[config.mk]
export PLATFORM = sky130hd
export DESIGN_NAME = gbu_serial
export DESIGN_NICKNAME = d
export VERILOG_FILES = /design/src/rtl/core/gravity_body_update_assert.svh /design/src/rtl/core/gbu_pkg.sv /design/src/rtl/core/gbu_serial.sv
export SDC_FILE = /design/constraint.sdc
export NUM_CORES = 1
export LEC_CHECK = 0
export ABC_AREA = 1
export BUFFER_PORTS_ARGS = -buffer_cell sky130_fd_sc_hd__buf_2
export CAP_MARGIN = 20
export CORE_MARGIN = 1.5
export CORE_UTILIZATION = 32
export DETAILED_ROUTE_END_ITERATION = 12
export SKIP_LAST_GASP = 1
export SLEW_MARGIN = 20
export SYNTH_ARGS = -nofsm -noshare
export SYNTH_HDL_FRONTEND = slang
export SYNTH_SLANG_ARGS = --single-unit
export TNS_END_PERCENT = 20
[constraint.sdc]
create_clock -name clk -period 7.4 [get_ports clk]
set_clock_uncertainty 0.05 [all_clocks]
set_input_delay 0.37 -clock clk [delete_from_list [all_inputs] [get_ports clk]]
set_output_delay 0.37 -clock clk [all_outputs]
set_load 0.005 [all_outputs]
[src/rtl/core/gravity_body_update_assert.svh]
// Assertion macros for the gravity body update block.
`ifndef GRAVITY_BODY_UPDATE_ASSERT_SVH
`define GRAVITY_BODY_UPDATE_ASSERT_SVH
`ifndef SYNTHESIS
`define GBU_ASSERT(lbl, ante, cons) \
  lbl: assert property (@(posedge clk) disable iff (rst) (ante) |-> (cons)) \
    else $error("gravity_body_update: check failed");
`define GBU_ASSERT_NEXT(lbl, ante, cons) \
  lbl: assert property (@(posedge clk) disable iff (rst) (ante) |=> (cons)) \
    else $error("gravity_body_update: check failed");
`else
`define GBU_ASSERT(lbl, ante, cons)
`define GBU_ASSERT_NEXT(lbl, ante, cons)
`endif
`endif

[src/rtl/core/gbu_pkg.sv]
`timescale 1ns / 1ps
// Shared types and constants for the gravity body update block.
package gbu_pkg;
  localparam int ACC_WIDTH = 48;
  localparam int TICK_DIV  = 10000;

  typedef enum logic [1:0] {
    ACT_INTERACT = 2'd0,
    ACT_FINISH   = 2'd1,
    ACT_POSITION = 2'd2,
    ACT_LOAD     = 2'd3
  } action_t;

  typedef enum logic [2:0] {
    OP_MUL  = 3'b001,
    OP_DIV  = 3'b010,
    OP_SQRT = 3'b100
  } op_t;

  typedef struct packed {
    logic start;
    op_t  op;
  } unit_req_t;

  typedef struct packed {
    logic busy;
    logic done;
  } unit_stat_t;
endpackage

[src/rtl/core/gbu_serial.sv]
`timescale 1ns / 1ps
// Bit-serial multiply, divide and square root unit, one result bit per cycle.
module gbu_serial import gbu_pkg::*; #(
  parameter int UW   = 80,
  parameter int MULW = 32
) (
  input  logic          clk,
  input  logic          rst,
  input  unit_req_t     req,
  input  logic [UW-1:0] a,
  input  logic [UW-1:0] b,
  output unit_stat_t    stat,
  output logic [UW-1:0] res
);
  localparam int RW  = UW + 2;
  localparam int CNW = $clog2(UW + 1);

  logic           busy;
  logic           done;
  op_t            op;
  logic [CNW-1:0] cnt;
  logic [RW-1:0]  rem;
  logic [UW-1:0]  x;
  logic [UW-1:0]  y;
  logic [UW-1:0]  q;
  logic [RW-1:0]  shifted;
  logic [RW-1:0]  trial;
  logic [RW-1:0]  diff;
  logic           take;

  always_comb begin
    shifted = '0;
    trial   = '0;
    case (op)
      OP_DIV: begin
        shifted = {rem[RW-2:0], x[UW-1]};
        trial   = {2'b00, y};
      end
      OP_SQRT: begin
        shifted = {rem[RW-3:0], x[UW-1:UW-2]};
        trial   = {q, 2'b01};
      end
      default: ;
    endcase
    diff = shifted - trial;
    take = (shifted >= trial);
  end

  always_ff @(posedge clk) begin
    if (rst) begin
      busy <= 1'b0;
      done <= 1'b0;
      cnt  <= '0;
    end else begin
      done <= 1'b0;
      if (req.start) begin
        busy <= 1'b1;
        unique case (req.op)
          OP_MUL:  cnt <= CNW'(MULW);
          OP_DIV:  cnt <= CNW'(UW);
          OP_SQRT: cnt <= CNW'(UW / 2);
          default: cnt <= CNW'(UW);
        endcase
      end else if (busy) begin
        cnt <= cnt - 1'b1;
        if (cnt == CNW'(1)) begin
          busy <= 1'b0;
          done <= 1'b1;
        end
      end
    end
  end

  always_ff @(posedge clk) begin
    if (req.start) begin
      op  <= req.op;
      x   <= a;
      y   <= b;
      rem <= '0;
      q   <= '0;
    end else if (busy) begin
      unique case (op)
        OP_MUL: begin
          if (y[0]) begin
            rem <= rem + {2'b00, x};
          end
          x <= x << 1;
          y <= y >> 1;
        end
        OP_DIV: begin
          rem <= take ? diff : shifted;
          q   <= {q[UW-2:0], take};
          x   <= x << 1;
        end
        OP_SQRT: begin
          rem <= take ? diff : shifted;
          q   <= {q[UW-2:0], take};
          x   <= x << 2;
        end
        default: ;
      endcase
    end
  end

  assign res       = (op == OP_MUL) ? rem[UW-1:0] : q;
  assign stat.busy = busy;
  assign stat.done = done;
endmodule

==> results.toml, run 1 <==
[routing]
first_iter_violations = 2986
vias_per_cell = 5.33
routed.top_layer = "met4"
ant_nets = 0
met2_length_um = 61600
wl_met1_um = 53100
drtPass1Iterations = 6
drc = 0
routed_wl_um = 131000
wl_met3_um = 8880
vias = 33500
avgRoutedWirePerCell_um = 20.9

[finish]
drive_gt1_frac = 0.0812
diodes = 0
syn2layout_area_growth_pct = 14.5
utilization = 0.369
layout.nets = 5323

[logic_synthesis]
synthDistinctLibCells = 56
synth.avg_cell_area_um2 = 6.24
syn_nets = 5140
synth_top_cell_area_share = 0.163
ys_seq_area_frac = 0.277
synth-main-ff-cell = "dfxtp_1"
synth_seq_cells = 333
synth-edff-count = 163
synth-simple-area-share = 0.274
async_flop_share = 0
syn_inst = 4809
synthXorXnorAreaFrac = 0.0201
synth_compound_area_frac = 0.245
yosysTopAreaCell = "edfxtp_1"
synth_area_um2 = 30000
yosys_warnings = 0
synthMuxAreaShare = 0
synth_top_family_by_area = "simple AND/OR/NAND/NOR gates"
synth-adder-area-share = 0.0693
synth_area_leaders = "edfxtp_1 16%, nand2_1 13%, dfxtp_1 11%"

[clocking]
cts_buffer_depth = 3
clk-insertion-delay-late_ns = 0.61
cts_buffers = 42
clkSinkCount = 333
clk_pin_slew_ns = 0.06
cts_tree = "built"
post-cts-setup-buffers = 0
cts_max_level = 2
clockRootBuffer = "clkbuf_16"

[sta]
worst_slew_pin_slew_ns = 1.11
grt_setup_unrepaired = "no"
setup_tns_ns = 0
finalCriticalPeriod_ns = 5.63
setup_viol = 0
fmax_mhz = 178
hold_viol = 0
fin_crit_sh = 0.761
slew_violations = 0
max_slew_margin = 0.251
holdWs_ns = 0.0202

[power_and_ir_drop]
p_clk_frac = 0.308
power_leakage_nw = 15.7
p_int_mw = 4.28
ir_drop_mv = 0.180
pwr-share-seq = 0.308
powerDensity_nw_per_um2 = 214
swShare = 0.417
power_switching_mw = 3.07
combPwrFrac = 0.384

[floorplanning]
fp.dieH_um = 309
die_w_um = 309
rows = 112
ios = 248
coreArea_um2 = 93000
fp.dieArea_um2 = 95600
initial_core_util = 0.322

[setup_path]
path_max_fanout = 68
r2r_start = "op[1]"
startpoint = "op[1]"
startpoint_type = "flip-flop"
rr_worst_depth = 23
critPathKind = "reg -> reg"
r2r_end = "rem[79]"
end_kind = "flip-flop"
critPathArrivalTime_ns = 6.07
worstPathRequired_ns = 7.84
r2r_setup_slack_ns = 1.77

[job]
drv_cap = 0

[global_route]
grt_pass1_vias = 31400
grt_pass1_wl_um = 193000
grt_max_degree = 187
antenna_found_initial = 2
grt.overflow.total = 0
grtUsageTotal = 0.267

[placed_design]
place_congestion = 1.04
port_buffers = 247
hpwl_um = 104000

[worst_hold_path]
min_to = "y[39]"
min-delay-start = "b[39]"
min_path_type = "in -> reg"
whs_path_depth = 3

[outcome]
status = "finished clean"
per-stage QoR:
stage                     setup WS, ns  cells  cell area [µm²]  power, mW
after floorplan                   1.07   4809            30000       4.09
after global placement            1.75   6145            32300       5.03
after detailed placement          1.66   6145            32300       5.02
after CTS                         1.63   6280            34300       7.33
after global routing              1.34   6280            34400       7.73
final                             1.77   6280            34400       7.35
area by class of cell:
type / count / area, µm²
fill: 10400 / 58700
inverter: 696 / 2630
clock buffer: 56 / 1150
timing repair buffer: 329 / 2050
clock inverter: 22 / 319
tap: 1254 / 1570
multi-input combinational: 3590 / 18300
sequential: 333 / 8300
cell families after synthesis:
kind of cell,after synthesis
flip-flops,333
AO/OA/AOI/OAI,1332
adder cells (fa/ha/maj),165
XOR/XNOR,69
AND/OR/NAND/NOR,2024
buffers and inverters,886
synth_stat cells (16+ instances only):
| cell | instances |
|---|---|
| o22ai_1 | 81 |
| ha_1 | 163 |
| a21o_1 | 16 |
| nand3b_1 | 18 |
| o21a_1 | 36 |
| nor3_1 | 47 |
| or2_2 | 21 |
| xnor2_1 | 39 |
| dfxtp_1 | 170 |
| o21ai_0 | 589 |
| a21oi_1 | 346 |
| inv_1 | 686 |
| a21boi_0 | 17 |
| nand3_1 | 187 |
| nand4_1 | 21 |
| xor2_1 | 30 |
| nand2_1 | 1054 |
| clkbuf_1 | 152 |
| o211ai_1 | 34 |
| a31oi_1 | 136 |
| o21ai_1 | 21 |
| nor2_1 | 639 |
| o21bai_1 | 34 |
| edfxtp_1 | 163 |
placed cells by master (no fill, tap or decap), types with 39 or more instances in the layout:
| cell | instances |
|---|---|
| o22ai_1 | 81 |
| a21oi_1 | 346 |
| a31oi_1 | 135 |
| ha_1 | 163 |
| xnor2_1 | 39 |
| nor3_1 | 47 |
| nand2_1 | 1052 |
| o21ai_0 | 588 |
| buf_2 | 246 |
| edfxtp_1 | 163 |
| nand3_1 | 186 |
| dlygate4sd3_1 | 57 |
| clkbuf_16 | 43 |
| nor2_1 | 638 |
| inv_1 | 683 |
| dfxtp_1 | 170 |
metal layers:
metal  global-route usage  vias to the layer above
met5                    0                        -
met1                0.331                    15500
met4                0.142                        0
li1                     -                    16400
met3               0.0349                      273
met2                0.450                     1308
power by group through the flow:
stage | registers, mW | logic (mW) | clock network, mW
4_1_cts | 2.26 | 2.76 | 2.30
2_1_floorplan | 2.23 | 1.86 | 0
3_3_place_gp | 2.30 | 2.72 | 0
6_report | 2.26 | 2.83 | 2.26
5_1_grt | 2.28 | 3.09 | 2.36
3_5_place_dp | 2.30 | 2.72 | 0
registers in the layout, indices dropped and copies added (netlist names):
| name | flops |
|---|---|
| busy | 1 |
| cnt | 7 |
| done | 1 |
| op | 3 |
| q | 80 |
| rem | 81 |
| x | 80 |
| y | 80 |
worst max-delay path, stage by stage (launching register included):
cell and delay, ns:
edfxtp_1 0.48, nor2_2 0.11, nand2_4 0.43, buf_4 0.65, buf_4 0.65, o22ai_1 0.22
ha_1 0.41, nand2_1 0.13, inv_1 0.11, nand2_1 0.07, nor3_1 0.25, nand2_1 0.09
nand3_1 0.17, nand2_1 0.07, nand2_1 0.16, nand2_1 0.08, nand2_1 0.26, nand2_1 0.09
nand2_1 0.24, nand3_1 0.27, nand3_1 0.14, nand2_1 0.06, o21bai_1 0.20, a21oi_1 0.09
worst max path at each step:
stage | to | slack (ns) | depth (start not counted)
2_1_floorplan | x[0] | 1.07 | 5
3_3_place_gp | rem[65] | 1.75 | 19
3_5_place_dp | rem[65] | 1.66 | 23
4_1_cts | rem[65] | 1.63 | 23
5_1_grt | rem[71] | 1.34 | 23
6_report | rem[79] | 1.77 | 23
what timing repair did:
item	4_1_cts	5_1_grt
hold endpoints to repair	61	0
hold buffers	57	0
gates resized for setup	0	0
Power figures use the tool's default switching activity.
==> run 2, diff against run 1 <==
==> constraint.sdc (replaced) <==
create_clock -name clk -period 5 [get_ports clk]
set_clock_uncertainty 0.05 [all_clocks]
set_input_delay 0.25 -clock clk [delete_from_list [all_inputs] [get_ports clk]]
set_output_delay 0.25 -clock clk [all_outputs]
set_load 0.005 [all_outputs]
==> results.toml, run 2 (synthesized netlist as in run 1, its figures left out) <==
[outcome]
status = "finished clean"

[routing]
avgRoutedWirePerCell_um = 21.1
first_iter_violations = 3122
ant_nets = 0
drc = 0
vias = 34000
routed_wl_um = 136000
vias_per_cell = 5.28
drtPass1Iterations = 6

[floorplanning]
initial_core_util = 0.322
fp.dieArea_um2 = 95600
coreArea_um2 = 93000
die_w_um = 309
fp.dieH_um = 309
ios = 248
rows = 112

[clocking]
clkSinkCount = 333
cts_tree = "built"
cts_buffer_depth = 3
clk_pin_slew_ns = 0.06
cts_max_level = 2
post-cts-setup-buffers = 0
cts_buffers = 43
clockRootBuffer = "clkbuf_16"
clk-insertion-delay-late_ns = 0.62

[setup_path]
end_kind = "flip-flop"
rr_worst_depth = 22
critPathKind = "reg -> reg"
critPathArrivalTime_ns = 4.89
path_max_fanout = 36
worstPathRequired_ns = 5.41
startpoint_type = "flip-flop"

[finish]
diodes = 0
layout.cells.most_common_list = "1052 x nand2_1, 683 x inv_1, 638 x nor2_1"
drive_gt1_frac = 0.0900
syn2layout_area_growth_pct = 19.7
utilization = 0.386
layout.nets = 5487
stdcell_area_um2 = 35900
regMostFlops = "rem"
final_common_cell = "nand2_1"
largest_reg_flops = 81

[global_route]
grt_max_degree = 138
grt_pass1_wl_um = 197000
antenna_found_initial = 1
grt_pass1_vias = 32300
grtUsageTotal = 0.275
grt.overflow.total = 0

[sta]
holdWs_ns = 0.119
hold_viol = 0
grt_setup_unrepaired = "no"
fin_crit_sh = 0.896
max_slew_margin = 0.325
finalCriticalPeriod_ns = 4.48
worst_slew_pin_slew_ns = 1.00
setup_tns_ns = 0
setup_viol = 0
slew_violations = 0
fmax_mhz = 223

[job]
drv_cap = 0

[worst_hold_path]
whs_path_depth = 3
min_path_type = "in -> reg"

[placed_design]
hpwl_um = 109000
place_congestion = 1.04
port_buffers = 247
place_area_um2 = 32800

[power_and_ir_drop]
powerDensity_nw_per_um2 = 308
finalPower_mw = 11.1
ir_drop_mv = 0.208
power_leakage_nw = 16.5
run 2: cell types whose count changed in the layout (fill, tap and decap cells not counted), moves of 2 or more:
cell / change
inv_6: -2
clkinvlp_4: +3
clkinv_2: +2
clkbuf_16: +2
dlygate4sd3_1: +106
buf_4: +48
buf_12: +9
bufinv_16: -3
run 2: path summary, 6_finish.rpt:
kind | startpoint | end | slack, ns
hold reg to reg | cnt[1] | cnt[1] | 0.42
hold / removal | b[65] | y[65] | 0.12
setup reg to reg | op[1] | rem[10] | 0.52
setup / recovery | op[1] | rem[10] | 0.52
run 2: where the power goes:
group / leakage [nW] / total [mW] / switching, mW / internal (mW)
Sequential: 2.98 / 3.35 / 0.223 / 3.12
Combinational: 12.8 / 4.42 / 3.04 / 1.38
Clock: 0.701 / 3.30 / 1.39 / 1.91
Total: 16.5 / 11.1 / 4.65 / 6.41
run 2: cell type report:
type	count	area [µm²]
Timing Repair Buffer	492	3650
Multi-Input combinational cell	3590	18300
Tap cell	1254	1570
Clock buffer	57	1200
Fill cell	10300	57100
Sequential cell	333	8300
Inverter	696	2630
Clock inverter	23	251
run 2: layer usage:
layer,global-route usage,vias to the layer above,part of all wire
met5,0,-,0
met4,0.145,0,0.059
met3,0.0238,279,0.055
met2,0.481,1203,0.48
met1,0.335,15800,0.40
li1,-,16700,-
run 2: critical path, cell delays in order (launching register included):
cell      delay, ns
edfxtp_1       0.49
nor2_2         0.24
nand2_4        0.10
inv_4          0.22
buf_12         0.23
nand2_1        0.17
o21ai_0        0.13
inv_1          0.06
ha_1           0.34
a21oi_1        0.24
o21ai_0        0.19
a21oi_1        0.17
o21ai_1        0.10
nand2_1        0.08
nand3_1        0.16
a21oi_1        0.30
nand2_1        0.12
inv_2          0.10
nand2_4        0.08
buf_12         0.18
o211ai_1       0.31
buf_4          0.17
a31oi_1        0.06
run 2: metrics by stage:
stage,cells,setup WS [ns]
after floorplan,4809,0.621
after global placement,6202,0.676
after global routing,6445,0.267
final,6445,0.520
after detailed placement,6202,0.645
after CTS,6445,0.609
run 2: repair_timing:
item | 4_1_cts | 5_1_grt
hold buffers | 163 | 0
endpoints found under the hold margin | 179 | 0
resized for setup | 0 | 0
